--- src/hw/rtl/cpn_pkg.sv ---
// ----------------------------------------------------------------------------
// cpn_pkg
// Shared types, widths and codes of the contour point normal block.
// ----------------------------------------------------------------------------
package cpn_pkg;

    localparam int COORD_BITS       = 32;
    localparam int NORMAL_FRAC_BITS = 14;
    localparam int NORMAL_BITS      = 16;
    localparam int PLANE_BITS       = 16;
    localparam int CFG_DATA_BITS    = 16;
    localparam int CFG_INDEX_BITS   = 3;
    localparam int COUNT_BITS       = 16;

    // difference needs COORD_BITS+1 bits, below the 40 bit limit: no prescale
    localparam int DIFF_W  = COORD_BITS + 1;
    localparam int PROD_W  = DIFF_W + PLANE_BITS;
    localparam int CROSS_W = PROD_W + 1;
    localparam int NORM_W  = 31;
    localparam int SQ_W    = 2 * NORM_W;
    localparam int SUM_W   = SQ_W + 2;
    localparam int ROOT_W  = SUM_W / 2;
    localparam int NUM_W   = NORM_W + NORMAL_FRAC_BITS + 1;
    localparam int QUOT_W  = NORMAL_FRAC_BITS + 2;
    localparam int STEP_W  = 6;

    localparam logic [COUNT_BITS-1:0] COUNT_MAX = '1;

    typedef enum logic [CFG_INDEX_BITS-1:0] {
        CFG_NORMALS_EN = 3'd0,
        CFG_IN_PLANE   = 3'd1,
        CFG_CLOSED     = 3'd2,
        CFG_DEDUP      = 3'd3,
        CFG_PLANE_NX   = 3'd4,
        CFG_PLANE_NY   = 3'd5,
        CFG_PLANE_NZ   = 3'd6
    } cfg_index_t;

    typedef enum logic [2:0] {
        EM_OPEN_FIRST = 3'd0,
        EM_MID        = 3'd1,
        EM_SINGLE     = 3'd2,
        EM_END        = 3'd3,
        EM_WRAP       = 3'd4
    } emit_kind_t;

    typedef struct packed {
        logic signed [COORD_BITS-1:0] pos_x;
        logic signed [COORD_BITS-1:0] pos_y;
        logic signed [COORD_BITS-1:0] pos_z;
        logic [15:0]                  contour_id;
        logic                         last_point;
    } in_item_t;

    typedef struct packed {
        logic [15:0]                   point_index;
        logic [15:0]                   marker_type;
        logic signed [COORD_BITS-1:0]  out_x;
        logic signed [COORD_BITS-1:0]  out_y;
        logic signed [COORD_BITS-1:0]  out_z;
        logic signed [NORMAL_BITS-1:0] normal_x;
        logic signed [NORMAL_BITS-1:0] normal_y;
        logic signed [NORMAL_BITS-1:0] normal_z;
        logic                          last_result;
    } out_item_t;

    typedef struct packed {
        logic              in_load;
        logic              load;
        emit_kind_t        kind;
        logic              mul_en;
        logic              mag;
        logic              norm_shift;
        logic              sq_en;
        logic              sqrt_init;
        logic              sqrt_en;
        logic              div_init;
        logic              div_en;
        logic              div_store;
        logic [1:0]        comp;
        logic [STEP_W-1:0] step;
        logic              out_load;
        logic              upd;
        logic              clr;
    } dp_cmd_t;

    typedef struct packed {
        logic dup;
        logic cnt_zero;
        logic cnt_one;
        logic last;
        logic closed;
        logic nrm_en;
        logic c_zero;
        logic norm_done;
    } dp_status_t;

endpackage

--- src/hw/rtl/cpn_ctrl.sv ---
// ----------------------------------------------------------------------------
// cpn_ctrl
// Sequencer: per-item decisions, marker order and normal computation steps.
// ----------------------------------------------------------------------------
module cpn_ctrl (
    input  logic                clk,
    input  logic                rst_n,
    input  logic                in_valid,
    output logic                in_ready,
    output logic                out_valid,
    input  logic                out_ready,
    input  cpn_pkg::dp_status_t status,
    output cpn_pkg::dp_cmd_t    cmd
);
    import cpn_pkg::*;

    localparam logic [STEP_W-1:0] MUL_LAST  = STEP_W'(5);
    localparam logic [STEP_W-1:0] SQ_LAST   = STEP_W'(2);
    localparam logic [STEP_W-1:0] SQRT_LAST = STEP_W'(ROOT_W - 1);
    localparam logic [STEP_W-1:0] DIV_LAST  = STEP_W'(QUOT_W - 1);

    typedef enum logic [4:0] {
        S_IDLE, S_ACHK, S_LOAD, S_MUL, S_MACC, S_MAG, S_NORM, S_SQ, S_SACC,
        S_SQI, S_SQRT, S_DINIT, S_DIV, S_DSTORE, S_FIN, S_OUT, S_UPD, S_BCHK, S_CLR
    } state_t;

    state_t            state_reg, state_next;
    emit_kind_t        kind_reg, kind_next;
    logic [STEP_W-1:0] step_reg, step_next;
    logic [1:0]        comp_reg, comp_next;

    always_comb
    begin
        state_next = state_reg;
        kind_next  = kind_reg;
        step_next  = step_reg;
        comp_next  = comp_reg;
        cmd        = '0;
        cmd.kind   = kind_reg;
        cmd.step   = step_reg;
        cmd.comp   = comp_reg;
        in_ready   = 1'b0;
        out_valid  = 1'b0;
        unique case (state_reg)
            S_IDLE:
            begin
                in_ready    = 1'b1;
                cmd.in_load = in_valid;
                if (in_valid)
                begin
                    state_next = S_ACHK;
                end
            end
            S_ACHK:
            begin
                if (status.dup)
                begin
                    state_next = S_BCHK;
                end
                else if (status.cnt_zero || (status.cnt_one && status.closed))
                begin
                    state_next = S_UPD;
                end
                else
                begin
                    kind_next  = status.cnt_one ? EM_OPEN_FIRST : EM_MID;
                    state_next = S_LOAD;
                end
            end
            S_LOAD:
            begin
                cmd.load   = 1'b1;
                step_next  = '0;
                comp_next  = '0;
                state_next = status.nrm_en ? S_MUL : S_FIN;
            end
            S_MUL:
            begin
                cmd.mul_en = 1'b1;
                step_next  = step_reg + 1'b1;
                if (step_reg == MUL_LAST)
                begin
                    state_next = S_MACC;
                end
            end
            S_MACC:
            begin
                state_next = S_MAG;
            end
            S_MAG:
            begin
                cmd.mag    = 1'b1;
                state_next = S_NORM;
            end
            S_NORM:
            begin
                step_next = '0;
                if (status.c_zero)
                begin
                    state_next = S_FIN;
                end
                else if (status.norm_done)
                begin
                    state_next = S_SQ;
                end
                else
                begin
                    cmd.norm_shift = 1'b1;
                end
            end
            S_SQ:
            begin
                cmd.sq_en = 1'b1;
                step_next = step_reg + 1'b1;
                if (step_reg == SQ_LAST)
                begin
                    state_next = S_SACC;
                end
            end
            S_SACC:
            begin
                state_next = S_SQI;
            end
            S_SQI:
            begin
                cmd.sqrt_init = 1'b1;
                step_next     = '0;
                state_next    = S_SQRT;
            end
            S_SQRT:
            begin
                cmd.sqrt_en = 1'b1;
                step_next   = step_reg + 1'b1;
                if (step_reg == SQRT_LAST)
                begin
                    state_next = S_DINIT;
                end
            end
            S_DINIT:
            begin
                cmd.div_init = 1'b1;
                step_next    = '0;
                state_next   = S_DIV;
            end
            S_DIV:
            begin
                cmd.div_en = 1'b1;
                step_next  = step_reg + 1'b1;
                if (step_reg == DIV_LAST)
                begin
                    state_next = S_DSTORE;
                end
            end
            S_DSTORE:
            begin
                cmd.div_store = 1'b1;
                if (comp_reg == 2'd2)
                begin
                    state_next = S_FIN;
                end
                else
                begin
                    comp_next  = comp_reg + 1'b1;
                    state_next = S_DINIT;
                end
            end
            S_FIN:
            begin
                cmd.out_load = 1'b1;
                state_next   = S_OUT;
            end
            S_OUT:
            begin
                out_valid = 1'b1;
                if (out_ready)
                begin
                    case (kind_reg) inside
                        EM_OPEN_FIRST, EM_MID: state_next = S_UPD;
                        EM_END:
                        begin
                            if (status.closed)
                            begin
                                kind_next  = EM_WRAP;
                                state_next = S_LOAD;
                            end
                            else
                            begin
                                state_next = S_CLR;
                            end
                        end
                        default: state_next = S_CLR;
                    endcase
                end
            end
            S_UPD:
            begin
                cmd.upd    = 1'b1;
                state_next = S_BCHK;
            end
            S_BCHK:
            begin
                if (status.last && !status.cnt_zero)
                begin
                    kind_next  = status.cnt_one ? EM_SINGLE : EM_END;
                    state_next = S_LOAD;
                end
                else
                begin
                    state_next = S_IDLE;
                end
            end
            S_CLR:
            begin
                cmd.clr    = 1'b1;
                state_next = S_IDLE;
            end
            default: state_next = S_IDLE;
        endcase
    end

    always_ff @(posedge clk or negedge rst_n)
    begin
        if (!rst_n)
        begin
            state_reg <= S_IDLE;
            kind_reg  <= EM_MID;
            step_reg  <= '0;
            comp_reg  <= '0;
        end
        else
        begin
            state_reg <= state_next;
            kind_reg  <= kind_next;
            step_reg  <= step_next;
            comp_reg  <= comp_next;
        end
    end

    a_one_item: assert property (@(posedge clk) disable iff (!rst_n)
        in_valid && in_ready |=> !in_ready)
        else $error("second item taken before the first was handled");

    a_wrap_closed: assert property (@(posedge clk) disable iff (!rst_n)
        cmd.load && kind_reg == EM_WRAP |-> status.closed)
        else $error("wrap marker on an open contour");

endmodule
--- config.mk ---
export PLATFORM = sky130hd
export DESIGN_NAME = cpn_ctrl
export DESIGN_NICKNAME = d
export VERILOG_FILES = /design/src/hw/rtl/cpn_pkg.sv /design/src/hw/rtl/cpn_ctrl.sv
export SDC_FILE = /design/constraint.sdc
export NUM_CORES = 1
export LEC_CHECK = 0
export BUFFER_PORTS_ARGS = -buffer_cell sky130_fd_sc_hd__buf_2
export CORE_ASPECT_RATIO = 0.9
export CORE_MARGIN = 4
export CORE_UTILIZATION = 46
export DETAILED_ROUTE_END_ITERATION = 16
export HOLD_SLACK_MARGIN = 0.08
export PLACE_DENSITY = 0.8
export REMOVE_ABC_BUFFERS = 1
export SLEW_MARGIN = 20
export SYNTH_ARGS = -nofsm -noshare
export SYNTH_HDL_FRONTEND = slang
export SYNTH_SLANG_ARGS = --single-unit
--- constraint.sdc ---
create_clock -name clk -period 1.7 [get_ports clk]
set_clock_uncertainty 0.1 [all_clocks]
set_input_delay 0.085 -clock clk [delete_from_list [all_inputs] [get_ports clk]]
set_output_delay 0.085 -clock clk [all_outputs]
set_load 0.03 [all_outputs]
==> flow_summary.ini, run 1 <==
[status]
status = aborted with a tool error
flow.stopped_at = 5_1_grt
error_message = [ERROR DPL-0033] detailed placement checks failed during check placement.

[placement]
dpl_worst_slack_ns = -0.2533
port_buffers = 38
gp_congestion = 0.9056
hpwl_after_detailed_placement_mm = 3.338

[logic_synthesis]
ys.warnings.count = 0
ys_async_sr_fraction_pct = 100.0
synth-edff-count = 0
post_synth_inst_count = 152
synth-main-ff-cell = dfrtp_1
post_synthesis_sequential_area_ratio_pct = 31.10
postSynthAreaPerCell_um2 = 8.495
cell_variety_after_synth = 48
netlist_area_um2 = 1291
ys_ff_latch = 16

[global_routing]
number_of_antenna_violations_at_the_first_check_in_global_routing = 0
grt_start_max_net_pins = 17

[clock_network]
clock_tree.htree_level_count = 1
numCtsBuffers = 3
clk_root_buffer_cell = clkbuf_4
clock_sink_count = 16
cts.path.max_buffers = 2

[floorplan]
die_h_um = 58.26
io-pin-count = 39
fp.dieW_um = 63.85
rows = 17
start_util_pct = 50.17

[timing]
worst_path_end_type = sequential cell input
grt_worst_setup_endpoint = state_reg[3]$_DFFE_PN0P_/D
## logic make-up after synthesis
| kind of cell | share of synthesized area [%] |
|---|---|
| and+or+nand+nor | 33.33 |
| AOI/OAI and AO/OA | 18.80 |
| buffers and inverters | 5.135 |
| DFF | 31.11 |
| muxes | 6.395 |
| adders and majority gates | 3.876 |
| xor gates and xnor gates | 1.357 |
## repair_timing
item                                    CTS
endpoints found under the hold margin    19
buffers inserted                          9
pin swaps                                15
hold buffers                              4
endpoints found under the setup margin   28
resized for setup                        73
## synth_stat cells (4+ instances only)
cell / count / share of area [%]
a21o_1: 4 / 2.3
a21oi_1: 4 / 1.6
buf_2: 5 / 1.9
dfrtp_1: 15 / 29
ha_1: 4 / 3.9
inv_1: 8 / 2.3
nand2_1: 6 / 1.7
nand2b_1: 4 / 1.9
nand3_1: 6 / 2.3
nor2_1: 18 / 5.2
nor3_1: 10 / 3.9
nor3b_1: 4 / 2.3
o21ai_0: 8 / 3.1
## stage by stage
| stage | hold slack [ns] | std cells | area, µm² |
|---|---|---|---|
| after floorplan | -0.3106 | 144 | 1255 |
| after global placement | -0.08509 | 264 | 1823 |
| after detailed placement | -0.07649 | 264 | 1823 |
| after CTS | 0.1331 | 281 | 2221 |
==> run 2, diff against run 1 <==
- CORE_AREA: unset -> 4 4 65 67
- CORE_ASPECT_RATIO: 0.9 -> unset
- CORE_MARGIN: 4 -> unset
- CORE_UTILIZATION: 46 -> unset
- DIE_AREA: unset -> 0 0 69 71
- HOLD_SLACK_MARGIN: 0.08 -> unset
- PLACE_DENSITY: 0.8 -> unset
- PLACE_DENSITY_LB_ADDON: unset -> 0.15
- clock period: 1.7 -> 2.2 ns (I/O delays scaled with it)
==> run 2 against run 1 <==
  * The flow now finishes without violations
  * Synthesized area stayed put
  * Synthesized cell count stayed put
==> flow_summary.ini, run 2 <==
[status]
status = finished clean

[clock_network]
tritoncts_clock_tree = done
clock_latency_ns = 0.26
cts.path.max_buffers = 2
clock_tree.htree_level_count = 1
numCtsBuffers = 3
clock_sink_count = 16
path_clk_slew_ns = 0.07
clk_root_buffer_cell = clkbuf_8

[worst_setup_path]
timing.critical_path.from_type = register
worstPathArrival_ns = 1.91
cell_by_cell_listing_of_the_critical_path = buf_4 > or3_1 > or2_1 > inv_1 > buf_2
cpMaxStageDelayCell = dfrtp_1
r2r_start = state_reg[4]
rr_worst_depth = 6
sort_of_element_at_the_end_of_the_critical_path = output pin
required_ns = 1.99
regToRegEndpoint = kind_reg[2]
r2r_setup_slack_ns = 0.11
worstSetupPathType = register to output pin
critical_path_buf_inv_count = 3
cp_top_family = simple AND/OR/NAND/NOR gates
cp_max_fo = 12
critPathMaxStageDelay_ns = 0.45

[logic_synthesis]
post_synth_inst_count = 152
synth_commonest_cells = nor2_1 (18), dfrtp_1 (15), nor3_1 (10)
cell_variety_after_synth = 48
ys_async_sr_fraction_pct = 100.0
netlist_area_um2 = 1291
post-synth-top-count-cell = nor2_1
synth_xor_area_share_pct = 1.357
ys_ff_latch = 16
synth-edff-count = 0
post_synthesis_sequential_area_ratio_pct = 31.10
synth_top_family_by_area = simple AND/OR/NAND/NOR gates
synth_simple_gate_area_share_pct = 33.33
yosys.area.top_type_share_pct = 29.07
synthAdderAreaFrac_pct = 3.876
synth.area.top_cells = dfrtp_1 (29%), nor2_1 (5.2%), ha_1 (3.9%)
synth-main-ff-cell = dfrtp_1
synth_area_leader_cell = dfrtp_1
compound_gate_portion_of_the_synthesized_area_pct = 18.80
ys.warnings.count = 0
postSynthAreaPerCell_um2 = 8.495
multiplexer_fraction_of_the_synthesized_cell_area_pct = 6.395

[timing]
tightestPinTransition_ns = 0.4148
setup_ws_ns = 0.08352
slew_violations = 0
finalHoldWorstSlack_ns = 0.1157
maximum_clock_frequency_ghz = 0.4725
layout_worst_path_cycle_share_pct = 96.20
rsz0062_at_grt = false
setup_viol = 0
slew_headroom_pct = 72.35
period_needed_ns = 2.116
hold_viol = 0

[cells_and_area]
design.final.nets = 211
n_antenna_cell = 0
num-fill-cells = 390
largest_reg_flops = 6
mostFrequentLayoutCell = buf_2
stdcell_area_um2 = 1634
area_growth_syn_to_layout_pct = 26.55
drive_above_1_share_pct = 36.08
most-common-layout-cells = buf_2 (38), nor2_1 (18), dfrtp_1 (13)

[detailed_routing]
detailroute.wirelength.met3_um = 177
drtIter0Drc = 51
drt.antenna.violating_nets = 0
wl_met1_mm = 1.692
routed_wl_mm = 3.841
wire_per_inst_um = 15.87
dr.pass1.iters = 4
via_per_inst = 5.533
met2RoutedLength_mm = 1.889
highest_layer = met4
via_count = 1339
drc = 0

[placement]
placed_cell_area_um2 = 1558
hpwl_after_detailed_placement_mm = 2.943
dpl_worst_slack_ns = 0.1267
gp_congestion = 0.9034
port_buffers = 38

[global_routing]
number_of_antenna_violations_at_the_first_check_in_global_routing = 0
wire_length_of_the_first_global_routing_pass_mm = 6.513
grtUsageTotal_pct = 16.21
grt_start_max_net_pins = 18
globalRouteOverflowTotal = 0
first_global_vias = 1322

[power_and_ir_drop]
powerDensity_nw_per_um2 = 1468
vdd.ir_drop.worst_mv = 0.5865
power.static_leakage_nw = 0.7958

[worst_hold_path]
timing.hold.worst_endpoint = kind_reg[0]
worstHoldPathCells = 3
min_path_type = primary input to register
min-delay-start = status[5]

[floorplan]
die_h_um = 71
start_util_pct = 35.54
fp.dieW_um = 69
io-pin-count = 39
die_area_um2 = 4899
core_area_um2 = 3633
rows = 22

[job]
timing.max_cap.violations = 0
[run 2: worst max path at each step]
stage	depth (start not counted)	slack [ns]	startpoint	end
global placement	6	0.17	state_reg[0]	state_reg[0]
finish	5	0.08	state_reg[4]	cmd[23]
floorplan	5	-0.28	state_reg[4]	state_reg[0]
detailed placement	5	0.13	state_reg[3]	state_reg[0]
global route	5	0.004	state_reg[2]	state_reg[3]
CTS	4	0.10	state_reg[3]	cmd[1]
[run 2: cell families (layout without fill, tap and decap cells)]
family          after synthesis  count (layout)
compound gates               32              32
xor+xnor                      2               2
fa+ha+maj                     4               4
buf+inv                      16              58
flops                        16              16
mux                           7               7
simple gates                 75              75
[run 2: cell type report]
type | count | area, µm² | share of cell area (%)
Multi-Input combinational cell | 120 | 832.0 | 50.92
Clock buffer | 4 | 55.05 | 3.369
Timing Repair Buffer | 46 | 252.7 | 15.47
Inverter | 8 | 30.03 | 1.838
Sequential cell | 16 | 404.1 | 24.73
Tap cell | 48 | 60.06 | 3.675
[run 2: worst register-to-register path, stage by stage (launching register included)]
cell,delay (ns)
dfrtp_1,0.45
buf_4,0.21
or3_1,0.42
nor3_1,0.23
a21oi_1,0.06
nand3_1,0.16
mux2_2,0.35
[run 2: where the power goes]
| group | switching, mW | internal [mW] |
|---|---|---|
| Sequential | 0.204 | 0.405 |
| Combinational | 0.910 | 0.602 |
| Clock | 0.117 | 0.159 |
[run 2: metrics by stage]
step | power, mW | setup TNS (ns) | utilization (%) | std cells
5_1_grt | 2.604 | 0 | 44.97 | 242
6_report | 2.398 | 0 | 44.97 | 242
4_1_cts | 2.376 | 0 | 44.66 | 242
3_3_place_gp | 2.060 | 0 | 42.87 | 237
2_1_floorplan | 1.631 | -0.7478 | - | 144
3_5_place_dp | 2.088 | 0 | 42.87 | 237
[run 2: metal layers]
| layer | GRT usage, % | vias up |
|---|---|---|
| met1 | 21.21 | 640 |
| met5 | 0 | - |
| met3 | 2.841 | 11 |
| li1 | - | 631 |
| met2 | 26.91 | 57 |
| met4 | 5.640 | 0 |
[run 2: repair_timing]
item / 4_1_cts / 5_1_grt
endpoints found under the setup margin: 0 / 8
setup buffers: 0 / 0
hold buffers: 1 / 0
hold endpoints to repair: 15 / 0
resized for setup: 0 / 4
Note: power is estimated with default switching activity, not from simulation.
==> run 3, diff against run 2 <==
- PLACE_DENSITY: unset -> 0.67
- PLACE_DENSITY_LB_ADDON: 0.15 -> unset
- clock period: 2.2 -> 2.3 ns (I/O delays scaled with it)
==> run 3 against run 2 <==
  * Die area unchanged
  * Combinational power down 7%
  * Critical path depth unchanged
  * Clock power down 2%
  * Power down 5.7%
==> flow_summary.ini, run 3 (synthesis gave the netlist of run 2 again) <==
[floorplan]
die_area_um2 = 4899
start_util_pct = 35.54
die_h_um = 71
rows = 22
fp.dieW_um = 69
core_area_um2 = 3633
io-pin-count = 39

[timing]
setup_ws_ns = 0.1686
setup_viol = 0
slew_violations = 0
layout_worst_path_cycle_share_pct = 92.67
period_needed_ns = 2.131
hold_viol = 0
slew_headroom_pct = 66.38
rsz0062_at_grt = false
maximum_clock_frequency_ghz = 0.4692
tightestPinTransition_ns = 0.4997

[global_routing]
number_of_antenna_violations_at_the_first_check_in_global_routing = 0
first_global_vias = 1228
grtUsageTotal_pct = 15.29
globalRouteOverflowTotal = 0
grt_start_max_net_pins = 17
wire_length_of_the_first_global_routing_pass_mm = 6.113

[cells_and_area]
mostFrequentLayoutCell = buf_2
n_antenna_cell = 0
largest_reg_flops = 6
stdcell_area_um2 = 1615
most-common-layout-cells = buf_2 (38), nor2_1 (18), dfrtp_1 (15)
design.final.nets = 210
final_cells = 241
area_growth_syn_to_layout_pct = 25.10
drive_above_1_share_pct = 33.68
num-fill-cells = 385

[detailed_routing]
highest_layer = met4
drc = 0
drtIter0Drc = 100
via_per_inst = 5.237
routed_wl_mm = 3.669
wire_per_inst_um = 15.22
detailroute.wirelength.met3_um = 234
met2RoutedLength_mm = 1.775
drt.antenna.violating_nets = 0
via_count = 1262
wl_met1_mm = 1.610
dr.pass1.iters = 4

[placement]
gp_congestion = 0.8054
hpwl_after_detailed_placement_mm = 2.745
port_buffers = 38
post-place-cells = 236
dpl_worst_slack_ns = 0.1997
placed_cell_area_um2 = 1550

[worst_setup_path]
critPathMaxStageDelay_ns = 0.61
cp_top_family = flip-flops
worstSetupPathType = register to register
required_ns = 2.36
cell_by_cell_listing_of_the_critical_path = or3b_1 > a311oi_2 > a211oi_2 > nand3b_4 > mux2_4
sort_of_element_at_the_end_of_the_critical_path = register
worst-path-stages = 5
timing.critical_path.from_type = register
cp_max_fo = 15
critical_path_buf_inv_count = 0
cpMaxStageDelayCell = dfrtp_1
worstPathArrival_ns = 2.19
rr_worst_depth = 5

[worst_hold_path]
min_path_type = primary input to register
worstHoldPathCells = 4

[clock_network]
cts.path.max_buffers = 2
tritoncts_clock_tree = done
clock_tree.htree_level_count = 1
clk_root_buffer_cell = clkbuf_8
clock_sink_count = 16
path_clk_slew_ns = 0.08
post_cts_resize_count = 0
clock_latency_ns = 0.27
numCtsBuffers = 3

[power_and_ir_drop]
vdd.ir_drop.worst_mv = 0.6276
power.static_leakage_nw = 0.7908
powerDensity_nw_per_um2 = 1400

[job]
timing.max_cap.violations = 0

[status]
status = finished clean
## run 3: per-stage QoR
stage / utilization, % / setup TNS (ns) / power (mW) / hold slack [ns]
2_1_floorplan: - / -0.3576 / 1.560 / -0.2806
3_3_place_gp: 42.67 / 0 / 1.976 / -0.04771
3_5_place_dp: 42.67 / 0 / 1.985 / -0.03659
4_1_cts: 44.46 / 0 / 2.260 / 0.1247
5_1_grt: 44.46 / 0 / 2.433 / 0.1453
6_report: 44.46 / 0 / 2.261 / 0.1255
## run 3: worst paths after layout
path | start | to | slack, ns
min in group asynchronous | rst_n | state_reg[3] | 0.21
max reg2reg | state_reg[3] | state_reg[3] | 0.17
min | status[3] | state_reg[4] | 0.13
max in group asynchronous | rst_n | kind_reg[0] | 1.55
max | state_reg[3] | state_reg[3] | 0.17
min reg2reg | comp_reg[0] | comp_reg[0] | 0.41
## run 3: worst min-delay path: cells and delay by family
family | cells | cell delay, ns
buffers and inverters | 1 | 0.09
and+or+nand+nor | 2 | 0.19
AOI/OAI and AO/OA | 1 | 0.06
## run 3: area by class of cell
class	instances	area [µm²]	share of cell area, %
multi-input cells	120	823.3	50.97
flip-flops and latches	16	401.6	24.86
repair buffers	45	245.2	15.18
well taps	48	60.06	3.718
clock buffers	4	55.05	3.408
inverters	8	30.03	1.859
## run 3: power breakdown
part	switching [mW]	leakage, nW	internal, mW
Sequential	0.205	0.209	0.383
Combinational	0.832	0.553	0.571
Clock	0.117	0.0288	0.152
Total	1.15	0.791	1.11
## run 3: layer usage
metal	track usage [%]	vias up
met1	20.67	586
met2	23.20	36
met3	4.688	7
met5	0	-
li1	-	633
met4	4.989	0
## run 3: repair_timing
action	in CTS	in global routing
setup buffers	0	0
hold buffers	1	0
hold endpoints to repair	16	0
